===== src/wbpt_pkg.sv =====
// Shared types and codes for the work/break phase timer.
`default_nettype none
package wbpt_pkg;

    // Phase codes
    localparam logic [1:0] PH_WORK  = 2'd0;
    localparam logic [1:0] PH_SHORT = 2'd1;
    localparam logic [1:0] PH_LONG  = 2'd2;

    // Event codes
    localparam logic [1:0] FN_TICK    = 2'd0;
    localparam logic [1:0] FN_ORIENT  = 2'd1;
    localparam logic [1:0] FN_SKIP    = 2'd2;
    localparam logic [1:0] FN_RESTART = 2'd3;

    // Face codes that act
    localparam logic [2:0] FACE_FRONT = 3'd0;
    localparam logic [2:0] FACE_TOP   = 3'd1;

    // Buzzer commands
    localparam logic [1:0] BUZ_NONE  = 2'd0;
    localparam logic [1:0] BUZ_OFF   = 2'd1;
    localparam logic [1:0] BUZ_ALARM = 2'd2;

    // Register indexes
    localparam logic [1:0] CFG_WORK_SECONDS  = 2'd0;
    localparam logic [1:0] CFG_SHORT_SECONDS = 2'd1;
    localparam logic [1:0] CFG_LONG_SECONDS  = 2'd2;
    localparam logic [1:0] CFG_WORKS_PER_SET = 2'd3;

    localparam logic [15:0] RESET_SECONDS = 16'd60;
    localparam logic [3:0]  RESET_WORKS   = 4'd4;
    localparam logic [3:0]  WORKS_MAX     = 4'd15;

    typedef struct packed {
        logic [15:0] remaining;
        logic [1:0]  phase;
        logic [3:0]  works;
        logic        running;
        logic        arrow;
    } state_t;

    typedef struct packed {
        logic [15:0] work_seconds;
        logic [15:0] short_seconds;
        logic [15:0] long_seconds;
        logic [3:0]  works_per_set;
    } cfg_t;

    typedef struct packed {
        logic [1:0] buzzer;
        logic       refresh;
    } evt_out_t;

endpackage
`default_nettype wire


===== src/wbpt_step.sv =====
// Next-state and event-output logic of the phase timer for one event.
`default_nettype none
module wbpt_step
    import wbpt_pkg::*;
(
    input  state_t     cur,
    input  cfg_t       cfg,
    input  logic [1:0] func,
    input  logic [2:0] face,
    output state_t     nxt,
    output evt_out_t   evt
);

    // Move to the following phase, load its length and pause.
    function automatic state_t advance(input state_t s, input cfg_t c);
        state_t     r;
        logic [3:0] cnt;
        r   = s;
        cnt = (s.works < WORKS_MAX) ? s.works + 4'd1 : WORKS_MAX;
        case (s.phase)
            PH_WORK: begin
                r.works = cnt;
                if (cnt >= c.works_per_set) begin
                    r.phase     = PH_LONG;
                    r.remaining = c.long_seconds;
                end else begin
                    r.phase     = PH_SHORT;
                    r.remaining = c.short_seconds;
                end
            end
            PH_SHORT: begin
                r.phase     = PH_WORK;
                r.remaining = c.work_seconds;
            end
            PH_LONG: begin
                r.works     = 4'd0;
                r.phase     = PH_WORK;
                r.remaining = c.work_seconds;
            end
            default: ;
        endcase
        r.running = 1'b0;
        return r;
    endfunction

    state_t dec;
    logic   toggle_face;

    assign toggle_face = (face == FACE_FRONT) || (face == FACE_TOP);

    always_comb begin
        dec           = cur;
        dec.remaining = (cur.remaining != 16'd0) ? cur.remaining - 16'd1 : 16'd0;
    end

    always_comb begin
        nxt         = cur;
        evt.buzzer  = BUZ_NONE;
        evt.refresh = 1'b0;
        unique case (func)
            FN_TICK: begin
                if (cur.running) begin
                    evt.refresh = 1'b1;
                    if (dec.remaining == 16'd0) begin
                        nxt        = advance(dec, cfg);
                        evt.buzzer = BUZ_ALARM;
                    end else begin
                        nxt = dec;
                    end
                end
            end
            FN_ORIENT: begin
                if (face == FACE_FRONT) nxt.arrow = 1'b0;
                if (face == FACE_TOP)   nxt.arrow = 1'b1;
                if (toggle_face) begin
                    evt.refresh = 1'b1;
                    nxt.running = ~cur.running;
                    if (!cur.running) evt.buzzer = BUZ_OFF;
                end
            end
            FN_SKIP: begin
                nxt         = advance(cur, cfg);
                evt.buzzer  = BUZ_OFF;
                evt.refresh = 1'b1;
            end
            default: begin
                // restart: back to a paused work phase, arrow kept
                nxt.remaining = cfg.work_seconds;
                nxt.phase     = PH_WORK;
                nxt.works     = 4'd0;
                nxt.running   = 1'b0;
                evt.buzzer    = BUZ_OFF;
                evt.refresh   = 1'b1;
            end
        endcase
    end

endmodule
`default_nettype wire


===== src/work_break_phase_timer_top.sv =====
// Top level of the work/break phase timer: state, registers and result stage.
//
// Work/break phase timer. Each event transfer on the s_ channel (tick,
// orientation change, skip, restart) produces exactly one result transfer on
// the m_ channel, carrying the remaining seconds, run flag, phase, completed
// work count, arrow direction, buzzer command and refresh flag after that
// event. One event is taken per clock while ready; the result appears in the
// cycle after acceptance, from the output register. s_ready stays high while
// the output register is empty or being drained, so a stalled consumer holds
// back the input only once a result is waiting. Register writes (cfg_we,
// cfg_index, cfg_data) take effect at the next edge and only change the
// phase lengths and set size, never the running state; a new length is used
// the next time that phase is entered. After reset the timer is paused in
// the work phase with 60 s left, lengths 60/60/60 s and four works per set.
`default_nettype none
module work_break_phase_timer_top
    import wbpt_pkg::*;
(
    input  wire logic        aclk,
    input  wire logic        aresetn,
    // configuration
    input  wire logic        cfg_we,
    input  wire logic [1:0]  cfg_index,
    input  wire logic [15:0] cfg_data,
    // event channel
    input  wire logic        s_valid,
    output logic             s_ready,
    input  wire logic [1:0]  s_func,
    input  wire logic [2:0]  s_face,
    // result channel
    output logic             m_valid,
    input  wire logic        m_ready,
    output logic [15:0]      m_seconds_left,
    output logic             m_is_running,
    output logic [1:0]       m_phase_now,
    output logic [3:0]       m_works_done,
    output logic             m_arrow_down,
    output logic [1:0]       m_buzzer_cmd,
    output logic             m_display_refresh
);

    state_t   state_reg;
    state_t   state_next;
    cfg_t     cfg_reg;
    evt_out_t evt_next;
    evt_out_t evt_reg;
    state_t   res_reg;
    logic     m_valid_reg;
    logic     accept;

    // Output register free or emptying this cycle
    assign s_ready = !m_valid_reg || m_ready;
    assign accept  = s_valid && s_ready;

    wbpt_step u_step (
        .cur  (state_reg),
        .cfg  (cfg_reg),
        .func (s_func),
        .face (s_face),
        .nxt  (state_next),
        .evt  (evt_next)
    );

    // Control state and registers
    always_ff @(posedge aclk) begin
        if (!aresetn) begin
            state_reg.remaining   <= RESET_SECONDS;
            state_reg.phase       <= PH_WORK;
            state_reg.works       <= 4'd0;
            state_reg.running     <= 1'b0;
            state_reg.arrow       <= 1'b0;
            cfg_reg.work_seconds  <= RESET_SECONDS;
            cfg_reg.short_seconds <= RESET_SECONDS;
            cfg_reg.long_seconds  <= RESET_SECONDS;
            cfg_reg.works_per_set <= RESET_WORKS;
            m_valid_reg           <= 1'b0;
        end else begin
            if (cfg_we) begin
                unique case (cfg_index)
                    CFG_WORK_SECONDS:  cfg_reg.work_seconds  <= cfg_data;
                    CFG_SHORT_SECONDS: cfg_reg.short_seconds <= cfg_data;
                    CFG_LONG_SECONDS:  cfg_reg.long_seconds  <= cfg_data;
                    default:           cfg_reg.works_per_set <= cfg_data[3:0];
                endcase
            end
            if (accept) begin
                state_reg   <= state_next;
                m_valid_reg <= 1'b1;
            end else if (m_ready) begin
                m_valid_reg <= 1'b0;
            end
        end
    end

    // Result payload, loaded with each accepted event
    always_ff @(posedge aclk) begin
        if (accept) begin
            res_reg <= state_next;
            evt_reg <= evt_next;
        end
    end

    assign m_valid           = m_valid_reg;
    assign m_seconds_left    = res_reg.remaining;
    assign m_is_running      = res_reg.running;
    assign m_phase_now       = res_reg.phase;
    assign m_works_done      = res_reg.works;
    assign m_arrow_down      = res_reg.arrow;
    assign m_buzzer_cmd      = evt_reg.buzzer;
    assign m_display_refresh = evt_reg.refresh;

endmodule
`default_nettype wire


===== config.mk =====
export PLATFORM = sky130hd
export DESIGN_NAME = work_break_phase_timer_top
export DESIGN_NICKNAME = d
export VERILOG_FILES = /design/src/wbpt_pkg.sv /design/src/wbpt_step.sv /design/src/work_break_phase_timer_top.sv
export SDC_FILE = /design/constraint.sdc
export NUM_CORES = 1
export LEC_CHECK = 0
export BUFFER_PORTS_ARGS = -buffer_cell sky130_fd_sc_hd__buf_4
export CAP_MARGIN = 20
export CORE_AREA = 2 2 146 120
export CTS_BUF_LIST = sky130_fd_sc_hd__clkbuf_4 sky130_fd_sc_hd__clkbuf_8
export DETAILED_ROUTE_END_ITERATION = 10
export DIE_AREA = 0 0 148 122
export PLACE_DENSITY = 0.66
export SLEW_MARGIN = 20
export SYNTH_ARGS = -nofsm -noshare
export SYNTH_HDL_FRONTEND = slang
export SYNTH_HIERARCHICAL = 1
export SYNTH_SLANG_ARGS = --single-unit

===== constraint.sdc =====
create_clock -name aclk -period 2.9 [get_ports aclk]
set_input_delay 0.725 -clock aclk [delete_from_list [all_inputs] [get_ports aclk]]
set_output_delay 0.725 -clock aclk [all_outputs]
set_load 0.005 [all_outputs]

== Word level (Yosys, flattened, before mapping) ==
Cells that the tools add are included.
Storage, ports and cells
  flip-flop bits (word level): 104
  bits of input ports: 28
  output and inout bits: 29
  logic and storage cells: 68
Cells by class
  add/sub/neg operators: 2
  order comparisons: 2
  equal/unequal tests: 7
  muxes and demuxes: 21
  bitwise operators: 2
  reductions and logical operators: 17
Operators by type and width (count)
  $pmux 18 s2: 2
  $pmux 22 s3: 1
  $mux 24: 2
  $mux 18: 1
  $logic_not 16->1: 1
  $mux 16: 1
  $reduce_bool 16->1: 1
  $sub 16x1->16 const B: 1
  $pmux 4 s2: 1
  $reduce_and 2->1: 4
  $eq 2x1->1 const B: 3
  $eq 2x2->1 const B: 3
  $logic_not 2->1: 3
  $mux 1: 6
  $pmux 3 s2: 1
  $add 4x1->4 const B: 1
  $ge 4x4->1: 1
  $lt 4x4->1 const B: 1
  $mux 2: 2
  $mux 4: 1
  $pmux 1 s2: 2
  $eq 3x1->1 const B: 1
  $logic_not 3->1: 1
  $mux 3: 1
  7 further kinds: 9

== Depth between registers and ports, before layout ==
Gate-level depths: netlist of run 1.
  depth in word-level cells: 8
  gate-level depth with buffers: 15
  gate-level depth less buffers: 14

== Modules after synthesis ==
The synthesis of run 1 kept the hierarchy.
Modules (own cells, without submodules)
  work_break_phase_timer_top: instances 1, cells each 326, area an instance 3656.0 sq um, sequential area each 2352.3 sq um
  wbpt_step: instances 1, cells each 395, area an instance 2354.8 sq um, sequential area each 0.0 sq um

== Worst setup path before layout of run 1 ==
OpenSTA, ideal clock, no wires.
  kind: reg2reg
  start: reg state_reg[8] in the netlist's numbering
  end: reg res_reg, in the netlist m_works_done[0], data pin
  library setup time: 261 ps
  arrival: 2890 ps
  required time: 2639 ps
  slack: -252 ps
  stages on the path, launching flop included: 10
  buffers on the path: 1
  period minus slack after synthesis: 3152 ps
  cells stage by stage: dfxtp_1 -> clkbuf_1 -> inv_1 -> ha_1 -> or3b_2 -> or3_4 -> mux2_4 -> a211o_1 -> or3_4 -> a32o_1
RTL lines
  from (decl): line work_break_phase_timer_top.sv:42  | state_t state_reg;
  from (signal assigned): line work_break_phase_timer_top.sv:87  | state_reg <= state_next;
  to (signal assigned): line work_break_phase_timer_top.sv:98  | res_reg <= state_next;
  to (decl): line work_break_phase_timer_top.sv:47  | state_t res_reg;

==> results.md, run 1 <==
* Status: finished, violations left
* Failing checks: negative setup slack
* Main synth FF type: dfxtp_1
* CTS buffer count at 9
* F_max at 0.343 GHz
* Share of layout cells above drive strength 1 at 0.262
* Leak pwr at 3.04 nW
* Largest register FFs at 52
* Unique masters post-synth at 63
* Post-Route Utilization at 0.439
* MaxCap Viol Count at 0
* Yosys top cell by area: dfxtp_1
* WL per Instance at ~17 um
* Nets at 845
* CTS Hold Bufs at 0
* Yosys reg bits at between 100 and 150
* Ant diodes at 0
* Die width at 148 um
* GPL Wtd Cong at 0.938
* Mapped Area at 6010 um^2
* Period Utilization, post-route at 1.01
* Relative slew margins at 0.503
* Critical Path RT at 3.14 ns
* CTS Buffer Depth at 2
* Yosys top cell area share at 0.256
* Endpoints failing hold at 0
* Clk_lat worst skew at 0.38 ns
* CTS tree: done
* Cell area power density at 411 nW/um^2
* GRT Util Overall at 0.189
* Initial DRC Count at 478
* Tmin final at 2.92 ns
* CP Class: reg2reg
* Number of H-tree levels at 3
* Slew @ Worst Pin at 0.743 ns
* Cells after Synth at 721
* Setup crit start kind: flip-flop
* Total length of routed wires at 17,300 um
* Total Power at 3.03 mW
* Die height at 122 um
* Most frequent cells after synthesis: nand2_1, dfxtp_1, o21ai_0
* Final setup margin at -0.0196 ns
* Synth top area cells: dfxtp_1, edfxtp_1, mux2i_1
* Final setup viols at 1
* Core Region at 16,800 um^2
* First-pass GRT wire length at 27,100 um
* Syn nets at 759
* Vias in the first global route at 5,103
* Synthesized area per cell at about 8.3 um^2
* Worst VDD drop at 0.221 mV
* GRT Residual Overflow at 0
* Vias per cell at 5.47
* Min-Delay Path Class: reg2reg
* Antenna viol nets, final at 0
* Via count at 5,677
* Largest net degree at the start of global routing at 69
* Max-slew violations at 0
* # port buffers at 56
* Critical-path maximum fanout at 4
* Register area share after synthesis at 0.391
* Clock tree sinks at 104
* Row Count at 43
* Top Ports at 57
* Starting Density at 0.358
* Skew final at 0.00882 ns
* Final setup TNS at -0.0196 ns
* Synth Warn # at 6
* Ys async rst share at 0
* Root buffer cell: clkbuf_8
* RSZ-0062 raised after global routing: true
* Crit path DAT at between 3 and 4 ns
* First-pass DRT Iterations at 5
* Crit end category: flip-flop
* Remaining DRCs at 0
* Post-DP HPWL at 12,300 um
* Area Overhead vs Synth at 22.7%
* Count leader, synth: nand2_1
* Post-synth EDFFs at 27
* CTS clk-pin slew, worst paths at approximately 0.090 ns
* Full die area at 18,100 um^2
* Initial antenna violation count at 0
==> cell families after synthesis <==
| group | count (synthesis) | share of synthesized area |
|---|---|---|
| simple gates | 272 | 0.219 |
| compound gates | 198 | 0.215 |
| flops | 104 | 0.391 |
| buf+inv | 84 | 0.0670 |
| mux | 44 | 0.0743 |
| fa+ha+maj | 10 | 0.0208 |
| xor+xnor | 9 | 0.0131 |
==> critical path: stages (launching register included) <==
cell     delay, ns
dfxtp_4       0.37
inv_4         0.06
ha_4          0.13
or3b_4        0.42
or3_4         0.40
mux2_4        0.31
a211o_1       0.33
or3_4         0.37
a32o_2        0.25
nand2_1       0.06
mux2i_1       0.08
==> what timing repair did <==
| action | CTS | global route |
|---|---|---|
| pin swaps | 2 | 11 |
| setup endpoints to repair | 11 | 43 |
| gates cloned | 0 | 1 |
| setup buffers | 0 | 4 |
| gates resized for setup | 11 | 49 |
==> worst paths after layout <==
check / startpoint / to / slack (ns) / depth (start not counted)
setup / recovery: state_reg[8]$_SDFFE_PN0P_ / state_reg[4]$_SDFFE_PN0P_ / -0.02 / 10
hold / removal: state_reg[0]$_SDFFE_PN0P_ / state_reg[0]$_SDFFE_PN0P_ / 0.46 / 2
hold reg to reg: state_reg[0]$_SDFFE_PN0P_ / state_reg[0]$_SDFFE_PN0P_ / 0.46 / 2
setup reg to reg: state_reg[8]$_SDFFE_PN0P_ / state_reg[4]$_SDFFE_PN0P_ / -0.02 / 10
==> report_power, final <==
group	total, mW	internal, mW	leakage [nW]	switching, mW
sequential	1.61	1.56	0.892	0.0466
clock	0.840	0.345	0.0972	0.495
combinational	0.581	0.260	2.05	0.320
total	3.03	2.17	3.04	0.862
==> stage by stage <==
stage / instance area (um^2) / hold WS (ns) / instances / setup WS (ns)
after detailed placement: 6980 / 0.449 / 1016 / -0.119
after global placement: 6980 / 0.443 / 1016 / -0.131
after floorplan: 6040 / 0.432 / 721 / 0.00592
after global routing: 7380 / 0.486 / 1037 / -0.105
final: 7380 / 0.459 / 1037 / -0.0196
after CTS: 7180 / 0.463 / 1032 / 0.00659
==> layer usage <==
metal / global-route usage / vias up / part of all wire
met5: 0 / - / 0
met2: 0.266 / 241 / 0.41
li1: - / 2781 / -
met4: 0.0661 / 0 / 0.026
met3: 0.0457 / 37 / 0.076
met1: 0.280 / 2618 / 0.49
==> cell usage in the layout, fill, tap and decap left out, drive strengths merged, types with 4 or more instances in the layout <==
cell / instances
a21boi: 6
a21oi: 44
a32o: 4
and2: 9
and3: 7
buf: 134
clkbuf: 11
clkinv: 4
dfxtp: 77
edfxtp: 27
ha: 10
inv: 26
mux2i: 42
nand2: 96
nand2b: 11
nand3: 54
nand3b: 4
nand4: 5
nor2: 44
nor2b: 4
nor3: 17
nor3b: 5
nor4: 7
o211a: 4
o211ai: 11
o21ai: 74
o22ai: 17
o32a: 5
xnor2: 9
==> layout make-up <==
cell class	count	area, um^2
Timing Repair Buffer	134	1030
Clock inverter	5	30.0
Sequential cell	104	2360
Tap cell	225	282
Multi-Input combinational cell	533	3430
Fill cell	1697	9410
Inverter	25	96.3
Clock buffer	11	145
Power figures use the tool's default switching activity.
==> run 2, diff against run 1 <==
Settings changed: GPL_TIMING_DRIVEN set to 0.
==> run 2 against run 1 <==
  * The run still ends with negative setup slack left
  * Die area is the same
  * Non-clock buffer count down 10
  * Sequential power hardly changed
  * Sequential share of layout area rose by 0.33 points
  * Flip-flop and latch count did not move
  * Clock power increased by 7.3%
  * First-iteration DRC count up 54%
  * Largest cell class unchanged
  * Highest routed layer unchanged
==> results.md, run 2 (synthesized netlist as in run 1, its figures left out) <==
* Clk_lat worst skew at 0.41 ns (was 0.38 ns)
* Final setup viols at 24 (was 1)
* CTS buffer count at 9 (unchanged)
* Clock tree sinks at 104 (unchanged)
* Via count at 5,903 (was 5,677)
* M1 WL at 8660 um (was 8390 um)
* Initial DRC Count at 734 (was 478)
* Clk pwr share at 0.292 (was 0.278)
* Vias in the first global route at 5,128 (was 5,103)
* # port buffers at 55 (was 56)
* Remaining DRCs at 0 (unchanged)
* Die width at 148 um (unchanged)
* CP Class: reg2reg (unchanged)
* Max-slew violations at 0 (unchanged)
* Core Region at 16,800 um^2 (unchanged)
* Root buffer cell: clkbuf_8 (unchanged)
* Post-Route Utilization at 0.438 (was 0.439)
* Top Ports at 57 (unchanged)
* Row Count at 43 (unchanged)
* Period Utilization, post-route at 1.03 (was 1.01)
* Endpoints failing hold at 0 (unchanged)
* Tmin final at 3.00 ns (was 2.92 ns)
* Crit path DAT at 3.33 ns (was 3.16 ns)
* Ant diodes at 0 (unchanged)
* GRT Residual Overflow at 0 (unchanged)
* Post-DP HPWL at 13,600 um (was 12,300 um)
* Sw Share at 0.307 (was 0.285)
* WL per Instance at 18.2 um (was 16.7 um)
* Length of routed met2 wiring at 7880 um (was 7120 um)
* Status: finished, violations left (unchanged)
* Relative slew margins at 0.492 (was 0.503)
* Routed wl met3 at 1790 um (was 1320 um)
* Final setup margin at -0.0977 ns (was -0.0196 ns)
* First-pass DRT Iterations at 5 (unchanged)
* Largest register FFs at 52 (unchanged)
* Largest net degree at the start of global routing at 37 (was 69)
* Place WS at -0.653 ns (was -0.119 ns)
* CTS Hold Bufs at 0 (unchanged)
* Most frequent cells in the layout: nand2_1, buf_4, dfxtp_1, nand3_1, o21ai_0 (was buf_4, nand2_1, dfxtp_1, nand3_1, o21ai_0)
* GRT Util Overall at 0.205 (was 0.189)
* GPL Wtd Cong at 0.979 (was 0.938)
* F_max at 0.334 GHz (was 0.343 GHz)
* Leak pwr at 2.93 nW (was 3.04 nW)
* CTS clk-pin slew, worst paths at 0.11 ns (was 0.09 ns)
* Starting Density at 0.358 (unchanged)
* Skew final at 0.0224 ns (was 0.00882 ns)
* Most common cell after layout, fill and taps aside: nand2_1 (was buf_4)
* Total length of routed wires at 18,700 um (was 17,300 um)
* Crit end category: flip-flop (unchanged)
* Number of H-tree levels at 3 (unchanged)
* Cell area power density at 420 nW/um^2 (was 411 nW/um^2)
* RSZ-0062 raised after global routing: true (unchanged)
* Worst VDD drop at 0.264 mV (was 0.221 mV)
* Antenna viol nets, final at 0 (unchanged)
* Max Used Layer: met4 (unchanged)
* Critical Path RT at 3.23 ns (was 3.14 ns)
* Failing checks: negative setup slack (unchanged)
* Die height at 122 um (unchanged)
* CTS tree: done (unchanged)
* Critical-path maximum fanout at 6 (was 4)
* WHS at 0.463 ns (was 0.459 ns)
* Slew @ Worst Pin at 0.763 ns (was 0.743 ns)
* Nets at 835 (was 845)
* Int Power at 2.14 mW (was 2.17 mW)
* First-pass GRT wire length at 28,600 um (was 27,100 um)
* Logic pwr share at 0.183 (was 0.192)
* Sequential power share at 0.525 (was 0.531)
* Vias per cell at 5.75 (was 5.47)
* Full die area at 18,100 um^2 (unchanged)
* Min-Delay Path Class: reg2reg (unchanged)
* CTS Buffer Depth at 2 (unchanged)
* Area Overhead vs Synth at 22.4% (was 22.7%)
* Initial antenna violation count at 0 (unchanged)
* MaxCap Viol Count at 0 (unchanged)
* Sw power at 0.948 mW (was 0.862 mW)
* Share of layout cells above drive strength 1 at 0.247 (was 0.262)
* Setup crit start kind: flip-flop (unchanged)
-- run 2: cell types whose count changed in the layout (fill, tap and decap cells not counted), moves of 6 or more --
cell,before,now
dfxtp_2,2,8
buf_6,1,7
clkbuf_1,0,25
buf_2,1,8
buf_4,130,74
buf_1,0,6
dfxtp_1,73,64
-- run 2: worst paths after layout --
kind | cells past startpoint | slack, ns | from | end
max | 12 | -0.1 | state_reg[9]$_SDFFE_PN0P_ | state_reg[16]$_SDFFE_PN0P_
min | 2 | 0.46 | state_reg[0]$_SDFFE_PN0P_ | state_reg[0]$_SDFFE_PN0P_
max reg2reg | 12 | -0.1 | state_reg[9]$_SDFFE_PN0P_ | state_reg[16]$_SDFFE_PN0P_
min reg2reg | 2 | 0.46 | state_reg[0]$_SDFFE_PN0P_ | state_reg[0]$_SDFFE_PN0P_
-- run 2: power by group through the flow --
| stage | clock, mW | combinational, mW | sequential [mW] |
|---|---|---|---|
| floorplan | 0 | 0.336 | 1.63 |
| global placement | 0 | 0.517 | 1.64 |
| detailed placement | 0 | 0.522 | 1.64 |
| CTS | 0.917 | 0.529 | 1.62 |
| global route | 0.971 | 0.613 | 1.63 |
| finish | 0.901 | 0.566 | 1.62 |
-- run 2: per-stage QoR --
stage               cells  power, mW  setup TNS [ns]  instance area (um^2)
finish               1027       3.09           -1.13                  7360
global route         1027       3.21           -3.37                  7360
CTS                  1019       3.06           -1.02                  7120
detailed placement   1001       2.16          -18.36                  6730
global placement     1001       2.15          -18.29                  6730
floorplan             721       1.96               0                  6040
-- run 2: repair_timing --
action / CTS / global route
cloned: 0 / 1
pin swaps: 14 / 24
endpoints found under the setup margin: 47 / 46
gates resized for setup: 52 / 52
buffers inserted: 11 / 8
-- run 2: layer usage --
metal	up-vias	global-route usage
li1	2759	-
met1	2777	0.308
met2	332	0.295
met3	35	0.0464
met4	0	0.0500
met5	-	0
-- run 2: critical path: stages (launching register included) --
cell	delay, ns
dfxtp_4	0.38
inv_4	0.05
ha_4	0.16
or3b_4	0.43
or3_4	0.41
mux2i_2	0.22
nand4_1	0.18
o21ai_4	0.26
buf_4	0.16
mux2i_1	0.09
o311ai_2	0.38
nand2_1	0.08
mux2i_1	0.13
-- run 2: area by class of cell --
cell class,instances,area [um^2]
plain buffers,49,279
clock buffers,10,131
clock inverters,6,60.1
fillers,1723,9430
inverters,25,98.8
multi-input cells,533,3550
flip-flops and latches,104,2380
well taps,225,282
repair buffers,75,577
==> run 3, diff against run 2 <==
Settings changed: CORE_AREA 2 2 146 120 to 2 2 140 115, DIE_AREA 0 0 148 122 to 0 0 142 117, PLACE_DENSITY 0.66 to 0.67, SYNTH_HIERARCHICAL 1 to not set.
==> run 3 against run 2 <==
  * The flow still finishes with violations (negative setup slack)
  * Final cell count is 4.0% lower
  * Setup slack got worse by 0.073 ns
  * Critical path depth shrank 3
  * Clock power fell by 2.9%
  * Synthesized cell count shrank 5.0%
  * Hold slack better by 0.0042 ns
  * Critical endpoint is now m_phase_now[1]$_DFFE_PP_
  * Fmax down 2.4%
  * Largest cell class unchanged
  * Core utilization up 4.7 points
==> results.md, run 3 <==
* Syn nets at 723 (was 759)
* Critical Path, Cell by Cell: or4_4 > or2_1 > buf_6 > o31a_1 > buf_4 > nor4_4 > a31oi_2 > or3_4 > o31ai_2 (was inv_4 > ha_4 > or3b_4 > or3_4 > mux2i_2 > nand4_1 > o21ai_4 > buf_4 > mux2i_1 > o311ai_2 > nand2_1 > mux2i_1)
* RSZ-0062 raised after global routing: true (unchanged)
* Synth Warn # at 0 (was 6)
* MaxCap Viol Count at 0 (unchanged)
* Clk_lat worst skew at 0.40 ns (was 0.41 ns)
* Setup crit start kind: flip-flop (unchanged)
* Die height at 117 um (was 122 um)
* Most frequent cells in the layout: nand2_1, buf_4, dfxtp_1, a21oi_1, nor2_1 (was nand2_1, buf_4, dfxtp_1, nand3_1, o21ai_0)
* Die width at 142 um (was 148 um)
* Endpoints failing hold at 0 (unchanged)
* Post-DP HPWL at 12,700 um (was 13,600 um)
* Period Utilization, post-route at 1.06 (was 1.03)
* Slew @ Worst Pin at 0.851 ns (was 0.763 ns)
* Status: finished, violations left (unchanged)
* WHS at 0.467 ns (was 0.463 ns)
* Crit path DAT at 3.31 ns (was 3.33 ns)
* Max-slew violations at 0 (unchanged)
* GRT Util Overall at 0.217 (was 0.205)
* CTS tree: done (unchanged)
* Synth top area cells: dfxtp_1, edfxtp_1, nand2_1 (was dfxtp_1, edfxtp_1, mux2i_1)
* Critical Path RT at 3.14 ns (was 3.23 ns)
* Cells after Synth at 685 (was 721)
* Most frequent cells after synthesis: nand2_1, dfxtp_1, a21oi_1 (was nand2_1, dfxtp_1, o21ai_0)
* Ant diodes at 0 (unchanged)
* Main synth FF type: dfxtp_1 (unchanged)
* First-pass GRT wire length at 27,400 um (was 28,600 um)
* Number of H-tree levels at 3 (unchanged)
* GPL Wtd Cong at 0.966 (was 0.979)
* WL per Instance at 19.0 um (was 18.2 um)
* Nets at 826 (was 835)
* Yosys reg bits at 104 (unchanged)
* Final setup TNS at -2.72 ns (was -1.13 ns)
* CTS clk-pin slew, worst paths at 0.10 ns (was 0.11 ns)
* Register area share after synthesis at 0.426 (was 0.391)
* Tmin final at 3.07 ns (was 3.00 ns)
* Core Region at 15,300 um^2 (was 16,800 um^2)
* Initial antenna violation count at 0 (unchanged)
* Crit end category: flip-flop (unchanged)
* Vias per cell at 5.72 (was 5.75)
* Full die area at 16,600 um^2 (was 18,100 um^2)
* Initial DRC Count at 694 (was 734)
* Synthesized area per cell at 8.07 um^2 (was 8.34 um^2)
* Final Cell Area at 7440 um^2 (was 7360 um^2)
* Cell area power density at 423 nW/um^2 (was 420 nW/um^2)
* Critical-path maximum fanout at 4 (was 6)
* Yosys top cell by area: dfxtp_1 (unchanged)
* Min-Delay Path Class: reg2reg (unchanged)
* Remaining DRCs at 0 (unchanged)
* Top Ports at 57 (unchanged)
* Count leader, synth: nand2_1 (unchanged)
* Total length of routed wires at 18,700 um (about the same)
* CP Class: reg2reg (unchanged)
* CTS Buffer Depth at 2 (unchanged)
* Total Power at 3.15 mW (was 3.09 mW)
* Antenna viol nets, final at 0 (unchanged)
* Relative slew margins at 0.432 (was 0.492)
* F_max at 0.326 GHz (was 0.334 GHz)
* Yosys top cell area share at 0.279 (was 0.256)
* # port buffers at 53 (was 55)
* Largest register FFs at 52 (unchanged)
* Ys async rst share at 0 (unchanged)
* Crit-path slowest cell: or4_4 (was or3b_4)
* Critical path's largest stage delay at 0.57 ns (was 0.43 ns)
* Area Overhead vs Synth at 34.6% (was 22.4%)
* Final setup margin at -0.171 ns (was -0.0977 ns)
* Starting Density at 0.360 (was 0.358)
* Worst VDD drop at 0.217 mV (was 0.264 mV)
* Place WS at -0.656 ns (was -0.653 ns)
* Root buffer cell: clkbuf_8 (unchanged)
* CTS buffer count at 9 (unchanged)
* Share of layout cells above drive strength 1 at 0.300 (was 0.247)
* Most common cell after layout, fill and taps aside: nand2_1 (unchanged)
* Vias in the first global route at 4,787 (was 5,128)
* Largest net degree at the start of global routing at 23 (was 37)
* GRT Residual Overflow at 0 (unchanged)
* Skew final at 0.0219 ns (was 0.0224 ns)
* Via count at 5,637 (was 5,903)
* Post-synth EDFFs at 27 (unchanged)
* DP Area at 6210 um^2 (was 6730 um^2)
* Row Count at 41 (was 43)
* Mapped Area at 5530 um^2 (was 6010 um^2)
* Failing checks: negative setup slack (unchanged)
* Final setup viols at 41 (was 24)
* Unique masters post-synth at 68 (was 63)
* First-pass DRT Iterations at 7 (was 5)
* Clock tree sinks at 104 (unchanged)
* Leak pwr at 2.90 nW (was 2.93 nW)
==> run 3: area by class of cell <==
| class | instances | area (um^2) |
|---|---|---|
| Multi-Input combinational cell | 511 | 3560 |
| Clock buffer | 10 | 131 |
| Clock inverter | 6 | 45.0 |
| Tap cell | 193 | 241 |
| Timing Repair Buffer | 95 | 767 |
| Fill cell | 1466 | 7900 |
| Buffer | 45 | 246 |
| Sequential cell | 104 | 2370 |
| Inverter | 22 | 82.6 |
==> run 3: final timing paths <==
path	from	end	slack, ns	cells after the start
max	state_reg[10]$_SDFFE_PN1P_	m_phase_now[1]$_DFFE_PP_	-0.17	9
min	cfg_reg[13]$_SDFFE_PN0P_	cfg_reg[13]$_SDFFE_PN0P_	0.47	2
max reg2reg	state_reg[10]$_SDFFE_PN1P_	m_phase_now[1]$_DFFE_PP_	-0.17	9
min reg2reg	cfg_reg[13]$_SDFFE_PN0P_	cfg_reg[13]$_SDFFE_PN0P_	0.47	2
==> run 3: power by group <==
group | total, mW | switching (mW) | leakage, nW | internal (mW)
logic | 0.644 | 0.367 | 1.92 | 0.277
registers | 1.63 | 0.0638 | 0.894 | 1.56
clock network | 0.875 | 0.548 | 0.0892 | 0.327
total | 3.15 | 0.978 | 2.90 | 2.17
==> run 3: through the flow <==
step | std cells | util
floorplan | 685 | -
global placement | 931 | 0.403
detailed placement | 932 | 0.405
CTS | 974 | 0.461
global route | 986 | 0.485
finish | 986 | 0.485
==> run 3: cells by family (layout without fill, tap and decap cells) <==
family | after synthesis | count (layout) | synth area share
AOI/OAI and AO/OA | 195 | 195 | 0.230
and+or+nand+nor | 287 | 287 | 0.235
adders and majority gates | 10 | 10 | 0.0226
DFF | 104 | 104 | 0.426
muxes | 13 | 13 | 0.0242
xor gates and xnor gates | 6 | 6 | 0.00951
buffers and inverters | 70 | 178 | 0.0530
==> run 3: what timing repair did <==
action                                  in CTS  in global routing
pin swaps                                   36                 51
hold buffers                                 0                  0
setup buffers                               30                 12
gates cloned                                 1                  0
gates resized for setup                     90                 67
endpoints found under the setup margin      46                 45
==> run 3: layer usage <==
layer | vias to the layer above | GRT usage | share of wire
met4 | 0 | 0.0647 | 0.023
met2 | 297 | 0.317 | 0.43
met5 | - | 0 | 0
met3 | 51 | 0.0484 | 0.10
met1 | 2633 | 0.320 | 0.45
li1 | 2656 | - | -
==> run 3: critical path: cells and delay by family (launching register included) <==
| kind | cells | cell delay [ns] |
|---|---|---|
| compound gates | 3 | 0.72 |
| simple gates | 4 | 1.53 |
| flops | 1 | 0.37 |
| buf+inv | 2 | 0.30 |
